## src/rtl/pn_pkg.sv

```systemverilog
package pn_pkg;

  // Shortest normalized path, in characters, that is rejected.
  localparam int unsigned PATH_MAX = 256;

  // Output character count: holds PATH_MAX plus the largest burst of four.
  localparam int unsigned CNT_W = $clog2(PATH_MAX + 4);

  // Depth of the queue between classifier and emitter.
  localparam int unsigned Q_DEPTH = 4;
  localparam int unsigned Q_PTR_W = $clog2(Q_DEPTH);
  localparam int unsigned Q_CNT_W = $clog2(Q_DEPTH + 1);

  // Result status codes.
  localparam logic [1:0] ST_CHAR = 2'd0;
  localparam logic [1:0] ST_OK   = 2'd1;
  localparam logic [1:0] ST_ERR  = 2'd2;

  // Character constants.
  localparam logic [7:0] CH_SLASH = 8'h2F;
  localparam logic [7:0] CH_DOT   = 8'h2E;
  localparam logic [7:0] CH_NUL   = 8'h00;
  localparam logic [7:0] CH_LO    = 8'd32;
  localparam logic [7:0] CH_HI    = 8'd126;

  // One burst of results, as classified by the front end.
  typedef struct packed {
    logic       is_status;
    logic [1:0] status;
    logic       sep;
    logic [1:0] dots;
    logic [7:0] ch;
  } burst_t;

endpackage

```

## src/rtl/pn_front.sv

```systemverilog
module pn_front (
  input  logic             clk_i,
  input  logic             rst_ni,
  input  logic             in_valid_i,
  output logic             in_ready_o,
  input  logic [7:0]       in_byte_i,
  input  logic             q_ready_i,
  output logic             push_o,
  output pn_pkg::burst_t   burst_o
);

  localparam logic [2:0] PH_AWAIT    = 3'd0;
  localparam logic [2:0] PH_BOUNDARY = 3'd1;
  localparam logic [2:0] PH_DOTS     = 3'd2;
  localparam logic [2:0] PH_SEG      = 3'd3;
  localparam logic [2:0] PH_FAULT    = 3'd4;

  logic [2:0]               phase_q, phase_d;
  logic [1:0]               dots_q, dots_d;
  logic [pn_pkg::CNT_W-1:0] cnt_q, cnt_d;

  logic                     accept;
  logic                     printable;
  logic                     seg_sep;
  logic [1:0]               seg_dots;
  logic [pn_pkg::CNT_W-1:0] need;
  logic                     seg_ovf;
  logic                     char_ovf;
  logic                     push;
  pn_pkg::burst_t           burst;

  assign in_ready_o = q_ready_i;
  assign accept     = in_valid_i & q_ready_i;
  assign printable  = (in_byte_i >= pn_pkg::CH_LO) && (in_byte_i <= pn_pkg::CH_HI);

  // Cost of opening a new segment: separator, held dots and the character.
  assign seg_sep  = cnt_q > pn_pkg::CNT_W'(1);
  assign seg_dots = (phase_q == PH_DOTS) ? dots_q : 2'd0;
  assign need     = pn_pkg::CNT_W'(seg_sep) + pn_pkg::CNT_W'(seg_dots) + pn_pkg::CNT_W'(1);
  assign seg_ovf  = (cnt_q + need) >= pn_pkg::CNT_W'(pn_pkg::PATH_MAX);
  assign char_ovf = (cnt_q + pn_pkg::CNT_W'(1)) >= pn_pkg::CNT_W'(pn_pkg::PATH_MAX);

  always_comb begin
    phase_d         = phase_q;
    dots_d          = dots_q;
    cnt_d           = cnt_q;
    push            = 1'b0;
    burst.is_status = 1'b0;
    burst.status    = pn_pkg::ST_CHAR;
    burst.sep       = seg_sep;
    burst.dots      = seg_dots;
    burst.ch        = in_byte_i;

    unique case (phase_q)
      PH_AWAIT: begin
        if (in_byte_i == pn_pkg::CH_NUL) begin
          push            = 1'b1;
          burst.is_status = 1'b1;
          burst.status    = pn_pkg::ST_ERR;
        end else if (in_byte_i != pn_pkg::CH_SLASH) begin
          phase_d = PH_FAULT;
        end else begin
          push      = 1'b1;
          burst.sep = 1'b0;
          burst.dots = 2'd0;
          cnt_d     = pn_pkg::CNT_W'(1);
          phase_d   = PH_BOUNDARY;
        end
      end
      PH_BOUNDARY, PH_DOTS, PH_SEG: begin
        priority if (in_byte_i == pn_pkg::CH_NUL) begin
          push            = 1'b1;
          burst.is_status = 1'b1;
          burst.status    = (phase_q == PH_DOTS && dots_q >= 2'd2) ?
                            pn_pkg::ST_ERR : pn_pkg::ST_OK;
          phase_d         = PH_AWAIT;
          dots_d          = 2'd0;
          cnt_d           = '0;
        end else if (in_byte_i == pn_pkg::CH_SLASH) begin
          phase_d = (phase_q == PH_DOTS && dots_q >= 2'd2) ? PH_FAULT : PH_BOUNDARY;
          dots_d  = 2'd0;
        end else if (!printable) begin
          phase_d = PH_FAULT;
          dots_d  = 2'd0;
        end else if (phase_q == PH_SEG) begin
          if (char_ovf) begin
            phase_d = PH_FAULT;
          end else begin
            push       = 1'b1;
            burst.sep  = 1'b0;
            burst.dots = 2'd0;
            cnt_d      = cnt_q + pn_pkg::CNT_W'(1);
          end
        end else if (in_byte_i == pn_pkg::CH_DOT && phase_q == PH_BOUNDARY) begin
          dots_d  = 2'd1;
          phase_d = PH_DOTS;
        end else if (in_byte_i == pn_pkg::CH_DOT && dots_q < 2'd2) begin
          dots_d = dots_q + 2'd1;
        end else if (seg_ovf) begin
          phase_d = PH_FAULT;
          dots_d  = 2'd0;
        end else begin
          push    = 1'b1;
          cnt_d   = cnt_q + need;
          dots_d  = 2'd0;
          phase_d = PH_SEG;
        end
      end
      default: begin
        if (in_byte_i == pn_pkg::CH_NUL) begin
          push            = 1'b1;
          burst.is_status = 1'b1;
          burst.status    = pn_pkg::ST_ERR;
          phase_d         = PH_AWAIT;
          dots_d          = 2'd0;
          cnt_d           = '0;
        end
      end
    endcase

    if (burst.is_status) begin
      burst.sep  = 1'b0;
      burst.dots = 2'd0;
      burst.ch   = pn_pkg::CH_NUL;
    end
  end

  assign push_o  = accept & push;
  assign burst_o = burst;

  always_ff @(posedge clk_i or negedge rst_ni) begin
    if (!rst_ni) begin
      phase_q <= PH_AWAIT;
      dots_q  <= 2'd0;
      cnt_q   <= '0;
    end else if (accept) begin
      phase_q <= phase_d;
      dots_q  <= dots_d;
      cnt_q   <= cnt_d;
    end
  end

endmodule

```

## src/rtl/pn_queue.sv

```systemverilog
module pn_queue (
  input  logic           clk_i,
  input  logic           rst_ni,
  input  logic           push_i,
  input  pn_pkg::burst_t push_data_i,
  output logic           ready_o,
  input  logic           pop_i,
  output logic           valid_o,
  output pn_pkg::burst_t pop_data_o
);

  pn_pkg::burst_t mem_q [pn_pkg::Q_DEPTH];

  logic [pn_pkg::Q_PTR_W-1:0] wr_q, rd_q;
  logic [pn_pkg::Q_CNT_W-1:0] cnt_q;
  logic                       do_push, do_pop;

  assign ready_o    = cnt_q != pn_pkg::Q_CNT_W'(pn_pkg::Q_DEPTH);
  assign valid_o    = cnt_q != '0;
  assign pop_data_o = mem_q[rd_q];
  assign do_push    = push_i & ready_o;
  assign do_pop     = pop_i & valid_o;

  always_ff @(posedge clk_i) begin
    if (do_push) begin
      mem_q[wr_q] <= push_data_i;
    end
  end

  always_ff @(posedge clk_i or negedge rst_ni) begin
    if (!rst_ni) begin
      wr_q  <= '0;
      rd_q  <= '0;
      cnt_q <= '0;
    end else begin
      if (do_push) begin
        wr_q <= wr_q + pn_pkg::Q_PTR_W'(1);
      end
      if (do_pop) begin
        rd_q <= rd_q + pn_pkg::Q_PTR_W'(1);
      end
      if (do_push && !do_pop) begin
        cnt_q <= cnt_q + pn_pkg::Q_CNT_W'(1);
      end else if (do_pop && !do_push) begin
        cnt_q <= cnt_q - pn_pkg::Q_CNT_W'(1);
      end
    end
  end

endmodule

```

## src/rtl/pn_back.sv

```systemverilog
module pn_back (
  input  logic           clk_i,
  input  logic           rst_ni,
  input  logic           q_valid_i,
  input  pn_pkg::burst_t q_data_i,
  output logic           q_pop_o,
  output logic           out_valid_o,
  input  logic           out_ready_i,
  output logic [7:0]     out_byte_o,
  output logic [1:0]     status_o,
  output logic           last_o
);

  pn_pkg::burst_t cur_q;
  logic           cur_valid_q;
  logic           out_valid_q;
  logic [7:0]     byte_q;
  logic [1:0]     status_q;
  logic           last_q;

  logic           can_load, emit, burst_end, cur_free, pop;
  logic [7:0]     byte_d;

  assign can_load  = !out_valid_q || out_ready_i;
  assign emit      = cur_valid_q & can_load;
  assign burst_end = cur_q.is_status || (!cur_q.sep && cur_q.dots == 2'd0);
  assign cur_free  = !cur_valid_q || (emit && burst_end);
  assign pop       = cur_free & q_valid_i;
  assign q_pop_o   = pop;

  // Burst order: separator, then held dots, then the segment character.
  always_comb begin
    priority if (cur_q.is_status) begin
      byte_d = pn_pkg::CH_NUL;
    end else if (cur_q.sep) begin
      byte_d = pn_pkg::CH_SLASH;
    end else if (cur_q.dots != 2'd0) begin
      byte_d = pn_pkg::CH_DOT;
    end else begin
      byte_d = cur_q.ch;
    end
  end

  always_ff @(posedge clk_i or negedge rst_ni) begin
    if (!rst_ni) begin
      cur_valid_q <= 1'b0;
      out_valid_q <= 1'b0;
    end else begin
      if (pop) begin
        cur_valid_q <= 1'b1;
      end else if (cur_free) begin
        cur_valid_q <= 1'b0;
      end
      if (can_load) begin
        out_valid_q <= cur_valid_q;
      end
    end
  end

  always_ff @(posedge clk_i) begin
    if (pop) begin
      cur_q <= q_data_i;
    end else if (emit) begin
      if (cur_q.sep) begin
        cur_q.sep <= 1'b0;
      end else if (cur_q.dots != 2'd0) begin
        cur_q.dots <= cur_q.dots - 2'd1;
      end
    end
    if (emit) begin
      byte_q   <= byte_d;
      status_q <= cur_q.is_status ? cur_q.status : pn_pkg::ST_CHAR;
      last_q   <= cur_q.is_status;
    end
  end

  assign out_valid_o = out_valid_q;
  assign out_byte_o  = byte_q;
  assign status_o    = status_q;
  assign last_o      = last_q;

endmodule

```

## src/rtl/path_normalizer_top.sv

```systemverilog
// Path: bursts pass the queue and cur_q; each result is registered at the output.
// Throughput: one input byte per cycle; results leave the emitter at one per cycle
// while taken downstream, so a burst of up to four results holds the input only once the
// four-entry queue between classifier and emitter has filled.
// Reset: rst_ni is asynchronous and active low; it clears the path state, the queue
// and the output register, and the block accepts bytes in the first cycle after it.
module path_normalizer_top (
  input  logic       clk_i,
  input  logic       rst_ni,
  input  logic       in_valid_i,
  output logic       in_ready_o,
  input  logic [7:0] in_byte_i,
  output logic       out_valid_o,
  input  logic       out_ready_i,
  output logic [7:0] out_byte_o,
  output logic [1:0] status_o,
  output logic       last_o
);

  // The front end classifies each byte against the running path state and
  // turns it into at most one burst descriptor: either a status result that
  // ends the path, or a run of characters made of an optional separator,
  // up to two held dots and the byte itself. Bytes that produce nothing
  // (extra slashes, held dots, bytes swallowed after a fault) push nothing.
  logic           push;
  logic           q_ready;
  pn_pkg::burst_t push_burst;

  // The back end expands one descriptor into results, one per cycle while the
  // downstream side takes them, into an output register that it refills in the
  // same cycle in which the downstream transfer takes place.
  logic           q_valid;
  logic           q_pop;
  pn_pkg::burst_t pop_burst;

  pn_front u_front (
    .clk_i      (clk_i),
    .rst_ni     (rst_ni),
    .in_valid_i (in_valid_i),
    .in_ready_o (in_ready_o),
    .in_byte_i  (in_byte_i),
    .q_ready_i  (q_ready),
    .push_o     (push),
    .burst_o    (push_burst)
  );

  // The queue decouples the two halves, so that a stalled consumer does not
  // stop the classifier until several bursts are waiting.
  pn_queue u_queue (
    .clk_i       (clk_i),
    .rst_ni      (rst_ni),
    .push_i      (push),
    .push_data_i (push_burst),
    .ready_o     (q_ready),
    .pop_i       (q_pop),
    .valid_o     (q_valid),
    .pop_data_o  (pop_burst)
  );

  pn_back u_back (
    .clk_i       (clk_i),
    .rst_ni      (rst_ni),
    .q_valid_i   (q_valid),
    .q_data_i    (pop_burst),
    .q_pop_o     (q_pop),
    .out_valid_o (out_valid_o),
    .out_ready_i (out_ready_i),
    .out_byte_o  (out_byte_o),
    .status_o    (status_o),
    .last_o      (last_o)
  );

endmodule
```

## config.mk

```make
export PLATFORM = sky130hd
export DESIGN_NAME = path_normalizer_top
export DESIGN_NICKNAME = d
export VERILOG_FILES = /design/src/rtl/pn_pkg.sv /design/src/rtl/pn_front.sv /design/src/rtl/pn_queue.sv /design/src/rtl/pn_back.sv /design/src/rtl/path_normalizer_top.sv
export SDC_FILE = /design/constraint.sdc
export NUM_CORES = 1
export LEC_CHECK = 0
export BUFFER_PORTS_ARGS = -buffer_cell sky130_fd_sc_hd__buf_2
export CAP_MARGIN = 15
export CORE_UTILIZATION = 61
export CTS_CLUSTER_DIAMETER = 100
export DETAILED_ROUTE_END_ITERATION = 12
export PLACE_DENSITY = 0.84
export SETUP_SLACK_MARGIN = 0.5
export SKIP_LAST_GASP = 1
export SLEW_MARGIN = 40
export SYNTH_ARGS = -nofsm -noshare
export SYNTH_HDL_FRONTEND = slang
export SYNTH_HIERARCHICAL = 1
export SYNTH_SLANG_ARGS = --single-unit
```

## constraint.sdc

```tcl
create_clock -name clk_i -period 4.8 [get_ports clk_i]
set_input_delay 0.96 -clock clk_i [delete_from_list [all_inputs] [get_ports clk_i]]
set_output_delay 0.96 -clock clk_i [all_outputs]
set_load 0.01 [all_outputs]
```

After elaboration in Yosys (flattened, before gate mapping)
Memories as Yosys holds them, arrays and structs flattened.
Index checks and enable logic that the tools add are counted.
W data, S select, Z words.
{ "classes": {"div_mod_pow": 0, "n_shift": 0, "n_bitwise": 7, "mux": 71, "n_addsub": 10, "reduce_logical": 33, "eq_ne": 19, "mul": 0, "n_lt_le_gt_ge": 7} }
{ "op_table": {"columns": ["operator", "count"], "rows": [
  ["$mux W9", 11],
  ["$mux W3", 26],
  ["$mux W2", 11],
  ["$add A9 B1 Y9 const B", 2],
  ["$ge A9 B9 Y1 const B", 2],
  ["$pmux W9 S2", 1],
  ["$eq A8 B6 Y1 const B", 2],
  ["$mux W1", 15],
  ["$mux W6", 2],
  ["$ne A4 B4 Y1 const B", 3],
  ["$pmux W3 S2", 2],
  ["$reduce_bool A2 Y1", 6],
  ["$mux W11", 1],
  ["$reduce_and A10 Y1", 1],
  ["$add A9 B9 Y9", 1],
  ["$gt A9 B1 Y1 const B", 1],
  ["$ge A8 B6 Y1 const B", 1],
  ["$le A8 B7 Y1 const B", 1],
  ["$logic_and A1 B1 Y1", 8],
  ["$logic_not A8 Y1", 1],
  ["$ne A4 B2 Y1 const B", 2],
  ["$ne A8 B6 Y1 const B", 1],
  ["$ne A7 B7 Y1 const B", 1],
  ["$add A2 B1 Y2 const B", 3],
  ["other kinds (26)", 42]
]} }
{ "totals": {"input_bits": 12, "mem_bits_ro": 0, "n_memories": 1, "latch_bits": 0, "wordCells": 165, "register_bits": 48, "mem_bits_rw": 56} }
{ "memory_table": {"columns": ["name", "words", "width", "rd", "rd_ports_with_merged_regs", "write_ports", "line", "source"], "rows": [
  ["u_queue.mem_q", 4, 14, 1, 0, 1, "pn_queue.sv:12", "pn_pkg::burst_t mem_q [pn_pkg::Q_DEPTH];"]
]} }

Depth between registers and ports, before layout
Gate-level depths: netlist of the first run.
{ "logic_depth": {"depth_word": 20, "mapped_depth": 22, "mapped_depth_nobuf": 21} }

Modules after synthesis
The synthesis of the first run kept the hierarchy.
{ "by_module_without_submodules": {"columns": ["mod", "cells_each", "area_each_um2", "n_inst", "seq_area_each_um2"], "rows": [
  ["pn_queue", 108, 2462.4, 1, 1856.8],
  ["pn_front", 196, 1492.7, 1, 350.3],
  ["pn_back", 68, 1061.0, 1, 800.8]
]} }

Worst setup path before layout of the first run
OpenSTA, ideal clock, no wires.
{ "synth_path": {"path_type": "register -> register", "start": "register u_front.phase_q[1]", "end": "register u_queue/cnt_q[2] (netlist name)", "path_stages_with_launch": 23, "arrival_ps": 4215, "setup_slack_ps": 506, "required_ps": 4721, "path_buffers": 1, "setup_time_ps": 79, "period_less_slack_ps": 4294, "path_cell_list": "dfrtp_1 -> clkbuf_1 -> nand2b_1 -> nor2_1 -> nand2_1 -> ha_1 -> inv_1 -> ha_1 -> inv_1 -> fa_1 -> nor2b_1 -> o2111ai_1 -> xnor2_1 -> nand2b_1 -> a211oi_1 -> o31a_1 -> a21boi_2 -> ha_1 -> inv_1 -> fa_1 -> xor2_1 -> nor2_1 -> xor2_1"} }
{ "synth_via": {"elab_chain_len": 19} }
{ "synth_rtl": {"columns": ["element", "line", "source"], "rows": [
  ["start, declared", "pn_front.sv:18", "logic [2:0] phase_q, phase_d;"],
  ["start signal, assigned", "pn_front.sv:137", "phase_q <= phase_d;"],
  ["$eq A3 B2 Y1", "pn_front.sv:38, pn_front.sv:54", null],
  ["$mux W2", "pn_front.sv:38", "assign seg_dots = (phase_q == PH_DOTS) ? dots_q : 2'd0;"],
  ["$add A1 B2 Y3", "pn_front.sv:39", "assign need = pn_pkg::CNT_W'(seg_sep) + pn_pkg::CNT_W'(seg_dots) + pn_pkg::CNT_W'(1);"],
  ["$add A9 B1 Y9", "pn_front.sv:39", null],
  ["$add A9 B9 Y9", "pn_front.sv:40", "assign seg_ovf = (cnt_q + need) >= pn_pkg::CNT_W'(pn_pkg::PATH_MAX);"],
  ["$ge A9 B9 Y1", "pn_front.sv:40", null],
  ["$mux W1", "pn_front.sv:99", "end else if (seg_ovf) begin"],
  ["$mux W1", "pn_front.sv:97", "end else if (in_byte_i == pn_pkg::CH_DOT && dots_q < 2'd2) begin"],
  ["[... 5 more ...]", null, null],
  ["$pmux W1 S2 *", "pn_front.sv:54", "unique case (phase_q)"],
  ["$and A1 B1 Y1 *", "pn_front.sv:128", "assign push_o = accept & push;"],
  ["net push", "path_normalizer_top.sv:25", "logic push;"],
  ["$and A1 B1 Y1 *", "pn_queue.sv:21", "assign do_push = push_i & ready_o;"],
  ["net u_queue.do_push", "pn_queue.sv:16", "logic do_push, do_pop;"],
  ["$logic_not A1 Y1", "pn_queue.sv:44", "end else if (do_pop && !do_push) begin"],
  ["$logic_and A1 B1 Y1", "pn_queue.sv:44", null],
  ["$reduce_bool A2 Y1 (no line)", null, null],
  ["end signal, assigned", "pn_queue.sv:43", "cnt_q <= cnt_q + pn_pkg::Q_CNT_W'(1);"],
  ["end signal, assigned", "pn_queue.sv:45", "cnt_q <= cnt_q - pn_pkg::Q_CNT_W'(1);"],
  ["end, declared", "pn_queue.sv:15", "logic [pn_pkg::Q_CNT_W-1:0] cnt_q;"]
]} }
The timed path passes the listed nets; every way through them passes the cells marked *.
A chain may end at the register's enable or synchronous reset.

Worst setup path after layout of the first run
{ "layout_path": {"start": "register u_front.phase_q[2]", "end": "register u_queue/cnt_q[2] (netlist name)"} }
The elaborated chain is that of the path after synthesis.

==> results of run 1 <==
## power by group
group | leakage [nW] | total (W) | internal, W | switching, W
combinational | 0.953 | 0.000598 | 0.000298 | 0.000300
clock | 0.0957 | 0.000516 | 0.000203 | 0.000313
sequential | 1.02 | 0.00127 | 0.00114 | 0.000134
total | 2.07 | 0.00238 | 0.00164 | 0.000747
## routing by layer
layer  track usage, %  wire length [um]
met5                0                 0
met4             8.72               165
met3             6.16               643
met2             38.0              4460
met1             31.2              3860
## path summary, 6_finish.rpt
check	startpoint	to	slack (ns)	depth (start not counted)
min reg2reg	u_back/cur_q[12]	u_back/status_o[1]	0.53	1
min	u_back/cur_q[12]	u_back/status_o[1]	0.53	1
max reg2reg	u_front/phase_q[2]	u_queue/cnt_q[2]	0.69	21
max in group asynchronous	rst_ni	u_queue/rd_q[0]	3.87	1
max	u_front/phase_q[2]	u_queue/cnt_q[2]	0.69	21
min in group asynchronous	rst_ni	u_queue/wr_q[0]	0.55	1
## timing repair
| action | 4_1_cts | 5_1_grt |
|---|---|---|
| gates resized for setup | 4 | 4 |
| buffers inserted | 1 | 5 |
| endpoints found under the setup margin | 2 | 2 |
| pin swaps | 0 | 3 |
## placed cells by master, fill, tap and decap left out, drive strengths merged, types with 4 or more instances in the layout
master and count:
a21oi 14, and2 11, and3 5, buf 37
clkbuf 10, dfrtp 23, edfxtp 81, ha 14
inv 25, mux2 5, mux2i 4, mux4 14
nand2 21, nand2b 9, nand3 8, nor2 31
nor2b 6, nor3 9, nor3b 5, nor4 4
o211ai 7, o21ai 10, xnor2 5
## cell type report
class / instances / area [um2] / share of cell area [%]
clock buffer: 10 / 128 / 2.33
multi-input combinational: 228 / 1860 / 34.0
inverter: 21 / 78.8 / 1.44
sequential: 104 / 3010 / 54.9
clock inverter: 6 / 57.6 / 1.05
tap: 102 / 128 / 2.33
timing repair buffer: 37 / 218 / 3.97
## registers in the layout (all words and copies together), names as in the netlist
name                count
u_queue/mem_q          56
u_back/cur_q           14
u_front/cnt_q           9
u_back/out_byte_o       8
u_front/phase_q         3
u_queue/cnt_q           3
u_back/status_o         2
u_front/dots_q          2
u_queue/rd_q            2
u_queue/wr_q            2
u_back/cur_valid_q      1
u_back/last_o           1
u_back/out_valid_o      1
## synthesized netlist by cell type, types with 4 or more instances
cell	number	area [um2]
nand2_1	21	78.8
mux4_2	8	180
and3_1	5	31.3
and2_1	11	68.8
nor3b_1	5	37.5
edfxtp_1	81	2430
nand3_1	8	40.0
inv_1	20	75.1
xnor2_1	5	43.8
nor2b_1	5	31.3
dfrtp_1	23	576
nor2_1	31	116
o21ai_0	4	20.0
mux2i_1	4	40.0
o211ai_1	6	45.0
ha_1	14	175
clkbuf_1	14	52.6
o21ai_1	6	30.0
mux4_1	6	158
nor3_1	8	40.0
a21oi_1	14	70.1
nand2b_1	7	43.8
## worst reg2reg max path: stages, from the launching register on
cell	delay, ns
dfrtp_1	0.38
nand2b_1	0.17
nor2_2	0.15
nand2_1	0.09
ha_1	0.27
inv_1	0.06
ha_1	0.16
inv_1	0.06
fa_1	0.39
nor2b_2	0.17
o2111ai_2	0.15
xnor2_2	0.19
nand2b_1	0.16
a211oi_2	0.23
o31a_1	0.17
a21boi_4	0.18
ha_2	0.20
inv_1	0.06
fa_2	0.34
xor2_1	0.17
nor2_1	0.13
xor2_1	0.16
## stage by stage
stage / worst slack, ns / instances / utilization, %
floorplan: 0.506 / 372 / -
global placement: 0.624 / 486 / 66.5
detailed placement: 0.365 / 486 / 66.5
CTS: 0.576 / 503 / 69.2
global route: 0.467 / 508 / 69.9
finish: 0.688 / 508 / 69.9
## logic make-up (layout without fill, tap and decap cells)
family	Yosys count	after routing	synth area share [%]
AND/OR/NAND/NOR	123	123	13.6
flip-flops	104	104	60.0
adder cells (fa/ha/maj)	16	16	4.29
multiplexers	23	23	8.81
AO/OA/AOI/OAI	59	59	8.53
XOR/XNOR	7	7	1.22
buffers and inverters	40	74	3.59
==> qor.txt, run 1 <==
worst-path cell chain: nand2b_1 > nor2_2 > nand2_1 > ha_1 > inv_1 > ha_1 > inv_1 > fa_1 > nor2b_2 > o2111ai_2 > xnor2_2 > nand2b_1 > a211oi_2 > o31a_1 > a21boi_4 > ha_2 > inv_1 > fa_2 > xor2_1 > nor2_1 > xor2_1
DR iter-0 viols: 210
static leakage: 2.07 nW
Final min period: 4.11 ns
Total Wirelength: 9120 um
Power Total: 0.00238 W
Layout Nets: 429
worst skew pair latency: 0.37 ns
clock transition at the registers of the reported paths: 0.10 ns
IO Port Bufs: 24
crit-path leading delay family: adder cells
# fillers: 531
clk_skew: 0.00863 ns
chip height: 92.7 um
global-route wire length before repair: 15100 um
Unique masters post-synth: 65
post-synthesis net count: 400
Vias: 3112
# hold bufs at CTS: 0
Area after DPL: 5220 um2
Tcrit/Tclk final: 85.7%
Critical Path RT: 5.10 ns
Slew @ Worst Pin: 0.762 ns
maximum fanout along the worst path: 3
Starting Density: 63.9%
Max Cap Viol: 0
dominant synthesized flop cell: edfxtp_1
startpoint types: flop
syn_area_per_cell: 13.5 um2
drc violations: 0
CTS tree: yes
# setup viols final: 0
vias in the first global route: 3012
I/O Pins: 25
Hold Crit Class: reg2reg
f_max: 243 MHz
Die ar.: 8590 um2
sequential fraction of the synthesis area: 60.0%
Slew Limit Fails: 0
Hold Slack: 0.533 ns
core area: 7850 um2
critical path endpoint category: flop
Fin Setup TNS: 0 ns
power density over cell area: 435 nW/um2
Worst slew margin: 49.0%
Final HPWL DP: 6300 um
gr usage total: 23.6%
initial antenna violation count: 0
clk root buf: clkbuf_8
GRT overflow: 0
# H-tree levels: 3
Antenna Cells: 0
length of the first detailed-routing pass in iterations: 4
Post-synth EDFFs: 81
RSZ-0062 raised after global routing: false
synthesized instance count: 372
Post-Layout Inst Area: 5480 um2
ANT nets after route: 0
die width: 92.7 um
number of core rows: 32
Buf/Inv on CP: 3
status: complete, no violations
drt wl/cell: 18.0 um
final hold viol count: 0
ys async rst share: 22.1%
largest net degree at the start of global routing: 24
slowest stage cell, crit path: fa_1
Syn-to-layout area delta: 9.30%
CTS Buf Count: 9
Cell Area, Synth: 5020 um2
Clock Tree Buf Depth: 2
critical path class: reg2reg
synth warn: 6
peak supply drop: 218 uV
layout cells sized above 1: 21.7%
CP most frequent cell: inv_1
GPL Wtd Cong: 0.945
post-DR vias/cell: 6.13
post-synthesis register bit count: 104
crit path DAT: 4.41 ns
sinks on the clock net: 104
CP peak stage delay: 0.39 ns
(Power assumes the default switching activity.)
==> inputs of run 2 (changes only) <==
Clock period 4.8 ns to 3.88 ns, I/O delays scaled along.
==> run 2 against run 1 <==
The run now ends with negative setup slack left. Critical path depth fell by 3. Clock skew rose by 0.0028 ns. Total power rose by 36%. Final cell count rose by 7.3%. Fmax rose by 3.6%. Die area did not move. Sequential share of layout area fell by 5.1 points. Wire length rose by 35%.
==> qor.txt, run 2 (synthesis results as in run 1) <==
status: finished, violations left
failing checks: negative setup slack
clk_skew: 0.0114 ns (+0.00279 ns)
r2r endpoint: u_queue/cnt_q[2]
worst r2r path cells: 18 (-14%)
I/O Pins: 25 (unchanged)
CP peak stage delay: 0.48 ns (+0.09 ns)
Setup WS post-layout: -0.0898 ns (-0.778 ns)
maximum fanout along the worst path: 5 (+2)
ANT nets after route: 0 (unchanged)
Fin Setup TNS: -0.0930 ns (-0.0930 ns)
commonest non-fill, non-tap cell in the layout: edfxtp_1
Antenna Cells: 0 (unchanged)
Clock Tree Buf Depth: 2 (unchanged)
drc violations: 0 (unchanged)
final hold viol count: 0 (unchanged)
clk root buf: clkbuf_8
Critical Path RT: 4.18 ns (-0.92 ns)
f_max: 252 MHz (+3.6%)
most frequent cells in the layout: 81 x edfxtp_1, 28 x nor2_1, 24 x buf_2
slowest stage cell, crit path: dfrtp_1
Buf/Inv on CP: 2 (-1)
GPL Wtd Cong: 0.923 (-2.3%)
power density over cell area: 538 nW/um2 (+24%)
Slew @ Worst Pin: 0.678 ns (-0.0842 ns)
gr usage total: 29.9% (+6.4 points)
die width: 92.7 um (unchanged)
GRT overflow: 0 (unchanged)
Hold Slack: 0.387 ns (-0.146 ns)
Syn-to-layout area delta: 20.5%
vias in the first global route: 3505 (+16%)
global-route wire length before repair: 18500 um (+22%)
CTS Buf Count: 9 (unchanged)
post-DR vias/cell: 6.46 (+5.5%)
max reg flops: 56 (unchanged)
Worst slew margin: 54.8% (+5.8 points)
startpoint types: flop
Non-Filler Instances: 545 (+7.3%)
Die ar.: 8590 um2 (unchanged)
# fillers: 443 (-17%)
layout cells sized above 1: 33.4% (+12 points)
critical path endpoint category: flop
number of core rows: 32 (unchanged)
biggest regs: u_queue/mem_q x56, u_back/cur_q x14, u_front/cnt_q x9
length of the first detailed-routing pass in iterations: 5 (+1)
chip height: 92.7 um (unchanged)
Starting Density: 63.9% (unchanged)
# setup viols final: 2 (+2)
post-layout util: 77.0% (+7.1 points)
Max Cap Viol: 0 (unchanged)
worst skew pair latency: 0.37 ns (about the same)
static leakage: 2.32 nW (+12%)
Vias: 3521 (+13%)
sinks on the clock net: 104 (unchanged)
Tcrit/Tclk final: 102% (+17 points)
reg-to-reg slack, setup: -0.09 ns (-0.78 ns)
Hold Crit Class: in2async
critical path class: reg2reg
worst-path cell chain: nor4_1 > o211ai_1 > ha_4 > inv_2 > fa_2 > nor2b_4 > o2111ai_4 > xnor2_2 > nand2b_4 > a211oi_2 > o31a_1 > a21boi_4 > ha_4 > inv_2 > fa_2 > xor2_2 > nor2_2 > xor2_1
largest net degree at the start of global routing: 24 (unchanged)
CTS tree: yes
register bank with the most flops: u_queue/mem_q
initial antenna violation count: 0 (unchanged)
core area: 7850 um2 (unchanged)
Final HPWL DP: 6520 um (+3.5%)
Inst Count DP: 490 (+0.82%)
Total Wirelength: 12300 um (+35%)
DR iter-0 viols: 325 (+55%)
drt wl/cell: 22.6 um (+26%)
clock transition at the registers of the reported paths: 0.10 ns (about the same)
Slew Limit Fails: 0 (unchanged)
RSZ-0062 raised after global routing: true
Layout Nets: 466 (+8.6%)
Final min period: 3.97 ns (-0.142 ns)
# H-tree levels: 3 (unchanged)
peak supply drop: 395 uV (+81%)
IO Port Bufs: 24 (unchanged)
crit-path leading delay family: compound AO/OA/AOI/OAI gates
Critical R2R Launch: u_front/cnt_q[8]
crit path DAT: 4.27 ns (-0.14 ns)
-- run 2: stage by stage --
step | setup WS, ns | area, um2 | total power [W]
final | -0.0898 | 6040 | 0.00325
after global routing | -0.168 | 6040 | 0.00338
after CTS | 0.185 | 5890 | 0.00318
after detailed placement | 0.0472 | 5310 | 0.00235
after global placement | 0.127 | 5310 | 0.00232
after floorplan | -0.112 | 5090 | 0.00219
-- run 2: final cells by class --
cell class	instances	area (um2)	share of cell area [%]
inverter	21	78.8	1.30
sequential	104	3010	49.8
tap	102	128	2.11
clock inverter	7	109	1.80
clock buffer	9	124	2.05
timing repair buffer	70	552	9.13
multi-input combinational	232	2040	33.8
-- run 2: worst register-to-register path, delay by kind of cell, from the launching register on --
family	cells	cell delay, ns
compound gates	5	1.09
fa+ha+maj	4	0.99
simple gates	4	0.80
flops	1	0.48
xor+xnor	3	0.45
buf+inv	2	0.09
-- run 2: layer usage --
metal	global-route usage, %	up-vias	part of all wire (%)
met5	0	-	0
met4	20.0	0	6.1
met3	5.01	56	5.3
met2	51.5	208	53
met1	34.4	1722	36
li1	-	1535	-
-- run 2: worst max-delay path by stage --
stage                            end          startpoint  slack (ns)  cells past startpoint
floorplan           u_queue/cnt_q[2]  u_front/phase_q[2]       -0.11                     22
global placement    u_queue/cnt_q[2]  u_front/phase_q[2]        0.13                     21
detailed placement  u_queue/cnt_q[2]  u_front/phase_q[2]        0.05                     21
CTS                 u_queue/cnt_q[2]  u_front/phase_q[2]        0.18                     21
global route        u_queue/cnt_q[2]  u_front/phase_q[2]       -0.17                     21
finish              u_queue/cnt_q[2]    u_front/cnt_q[8]       -0.09                     18
-- run 2: power breakdown --
part           switching [W]  internal [W]  total (W)
Clock               0.000390      0.000378   0.000768
Sequential          0.000161       0.00141    0.00157
Combinational       0.000459      0.000456   0.000915
-- run 2: repair_timing --
| action | 4_1_cts | 5_1_grt |
|---|---|---|
| cloned | 4 | 0 |
| hold buffers | 0 | 0 |
| buffers inserted | 34 | 1 |
| pin swaps | 15 | 14 |
| resized for setup | 18 | 32 |
| setup endpoints to repair | 59 | 65 |
==> inputs of run 3 (changes only) <==
Settings changed: ABC_AREA set to 1, CORE_UTILIZATION 61 to 62, PLACE_DENSITY 0.84 to 0.85.
==> run 3 against run 2 <==
The flow now finishes without violations. Via count increased by 18%. Combinational power increased by 39%. Global-route usage shrank 3.8 points. Final area rose by 3.1%. Clock power fell by 6.9%. Synthesized area increased by 8.8%. Critical endpoint unchanged. Largest power group unchanged. Highest routed layer unchanged.
==> qor.txt, run 3 <==
status: complete, no violations
die width: 95.8 um (+3.4%)
sinks on the clock net: 104 (unchanged)
max reg flops: 56 (unchanged)
commonest cells in the netlist: 146 x nand2_1, 81 x edfxtp_1, 80 x inv_1, 38 x nor2_1, 29 x nand3_1
Clock Tree Buf Depth: 2 (unchanged)
Total Wirelength: 12100 um (-1.6%)
Final HPWL DP: 7570 um (+16%)
chip height: 95.8 um (+3.4%)
Synth top area share: 44.6% (-3.9 points)
drt wl/cell: 16.7 um (-26%)
synth warn: 6 (unchanged)
Max Cap Viol: 0 (unchanged)
Slew Limit Fails: 0 (unchanged)
length of the first detailed-routing pass in iterations: 5 (unchanged)
sequential fraction of the synthesis area: 55.1% (-4.8 points)
post-layout util: 74.4% (-2.6 points)
biggest regs: u_queue/mem_q x56, u_back/cur_q x14, u_front/cnt_q x9
dominant synthesized flop cell: edfxtp_1
core area: 8380 um2 (+6.8%)
top-count cell post-synth: nand2_1
most frequent cells in the layout: 141 x nand2_1, 81 x edfxtp_1, 73 x inv_1
Die ar.: 9180 um2 (+6.9%)
Power Total: 0.00359 W (+10%)
post-synthesis register bit count: 104 (unchanged)
gr usage total: 26.1% (-3.8 points)
clk root buf: clkbuf_8
Fin Setup TNS: 0 ns (+0.0930 ns)
GRT overflow: 0 (unchanged)
clock transition at the registers of the reported paths: 0.11 ns (about the same)
final hold viol count: 0 (unchanged)
pre-CTS setup slack: 0.181 ns (+0.134 ns)
Unique masters post-synth: 42 (-35%)
static leakage: 2.78 nW (+20%)
# setup viols final: 0 (-2)
drc violations: 0 (unchanged)
I/O Pins: 25 (unchanged)
f_max: 271 MHz (+7.7%)
Slew @ Worst Pin: 0.668 ns (-0.0100 ns)
Worst slew margin: 55.5% (+0.67 points)
post-synthesis net count: 595 (+49%)
Flop pwr share: 44.7% (-3.5 points)
synthesized instance count: 567 (+52%)
# H-tree levels: 3 (unchanged)
Layout Nets: 643 (+38%)
RSZ-0062 raised after global routing: true
Yosys top cell by area: edfxtp_1
Power Internal: 0.00222 W (-0.77%)
most area-consuming cells after synthesis: edfxtp_1 45%, dfrtp_1 11%, nand2_1 10%
vias in the first global route: 3794 (+8.2%)
largest net degree at the start of global routing: 58 (+140%)
DR iter-0 viols: 436 (+34%)
peak supply drop: 301 uV (-24%)
ANT nets after route: 0 (unchanged)
Tcrit/Tclk final: 95.0% (-7.3 points)
layout cells sized above 1: 28.1% (-5.3 points)
number of core rows: 33 (+3.1%)
Switching Share: 38.0% (+7.0 points)
Setup WS post-layout: 0.194 ns (+0.283 ns)
maximum fanout along the worst path: 3 (-2)
Critical Path RT: 4.16 ns (-0.02 ns)
clock group share of total power: 19.9% (-3.7 points)
initial antenna violation count: 0 (unchanged)
critical path class: reg2reg
commonest non-fill, non-tap cell in the layout: nand2_1
Syn-to-layout area delta: 14.2%
clk_skew: 0.0140 ns (+0.00258 ns)
Vias: 4162 (+18%)
NetSw: 0.00136 W (+35%)
Cell Area, Synth: 5460 um2 (+8.8%)
Hold Crit Class: in2async
startpoint types: flop
ys async rst share: 22.1% (unchanged)
Post-synth EDFFs: 81 (unchanged)
post-DR vias/cell: 5.74 (-11%)
GPL Wtd Cong: 0.939 (+1.7%)
IO Port Bufs: 24 (unchanged)
Starting Density: 65.1% (+1.2 points)
worst skew pair latency: 0.38 ns (about the same)
CTS tree: yes
register bank with the most flops: u_queue/mem_q
power density over cell area: 576 nW/um2 (+7.0%)
Comb pwr share: 35.4% (+7.2 points)
syn_area_per_cell: 9.62 um2 (-29%)
Hold Slack: 0.372 ns (-0.0154 ns)
Final min period: 3.69 ns (-0.283 ns)
Antenna Cells: 0 (unchanged)
CTS Buf Count: 9 (unchanged)
# hold bufs at CTS: 0 (unchanged)
global-route wire length before repair: 17600 um (-5.0%)
critical path endpoint category: flop
crit path DAT: 3.97 ns (-0.30 ns)
==> run 3: through the flow <==
| step | instances | instance area, um2 |
|---|---|---|
| floorplan | 567 | 5500 |
| global placement | 680 | 5660 |
| detailed placement | 680 | 5660 |
| CTS | 707 | 5980 |
| global route | 725 | 6230 |
| finish | 725 | 6230 |
==> run 3: worst paths after layout <==
kind                                      endpoint        startpoint  depth (start not counted)  slack, ns
worst max-delay path              u_queue/cnt_q[2]  u_front/cnt_q[2]                         25       0.19
worst min-delay path              u_front/cnt_q[1]            rst_ni                          1       0.37
worst max register to register    u_queue/cnt_q[2]  u_front/cnt_q[2]                         25       0.19
worst min register to register  u_back/status_o[1]  u_back/cur_q[12]                          2       0.51
max in group asynchronous         u_front/cnt_q[3]            rst_ni                          1       3.10
min in group clk_i              u_back/status_o[1]  u_back/cur_q[12]                          2       0.51
==> run 3: critical path: stages (launching register included) <==
cell and delay (ns):
dfrtp_2 0.46, nor2_1 0.13, nand3_1 0.14, nor4_2 0.36, inv_1 0.13, ha_4 0.18, inv_2 0.06, fa_2 0.21
inv_2 0.04, nand3_2 0.07, nand2_2 0.08, buf_6 0.13, nand3_4 0.06, nand3_4 0.08, o21ai_2 0.15, nand3_1 0.11
a21oi_2 0.21, nand2_2 0.10, inv_2 0.08, ha_4 0.13, inv_2 0.04, fa_2 0.37, nand2_2 0.09, nand3_2 0.07
nand2_1 0.06, nand2_1 0.04
==> run 3: what timing repair did <==
action	in CTS	in global routing
endpoints found under the setup margin	58	58
setup buffers	11	14
gates resized for setup	7	41
cloned	0	4
pin swaps	5	16
==> run 3: power groups by stage <==
stage	logic (W)	registers, W	clock network [W]
floorplan	0.000929	0.00162	0
global placement	0.00111	0.00162	0
detailed placement	0.00116	0.00163	0
CTS	0.00120	0.00161	0.000721
global route	0.00141	0.00163	0.000766
finish	0.00127	0.00160	0.000715
==> run 3: logic make-up after synthesis <==
family / Yosys count / share of synthesized area (%)
buffers and inverters: 117 / 9.22
AO/OA/AOI/OAI: 60 / 8.60
flip-flops: 104 / 55.1
XOR/XNOR: 9 / 1.44
adder cells (fa/ha/maj): 16 / 3.94
AND/OR/NAND/NOR: 261 / 21.7
==> run 3: final cells by class <==
| cell class | count | area (um2) |
|---|---|---|
| timing repair buffer | 59 | 424 |
| sequential | 104 | 3020 |
| multi-input combinational | 346 | 2090 |
| clock buffer | 9 | 124 |
| inverter | 95 | 362 |
| tap | 105 | 131 |
| fill | 528 | 2150 |
| clock inverter | 7 | 86.3 |
==> run 3: layer usage <==
| layer | share of wire [%] | track usage [%] | vias up |
|---|---|---|---|
| li1 | - | - | 1944 |
| met1 | 40 | 33.3 | 1951 |
| met2 | 49 | 43.5 | 230 |
| met3 | 8.5 | 5.92 | 37 |
| met4 | 2.5 | 10.1 | 0 |
| met5 | 0 | 0 | - |
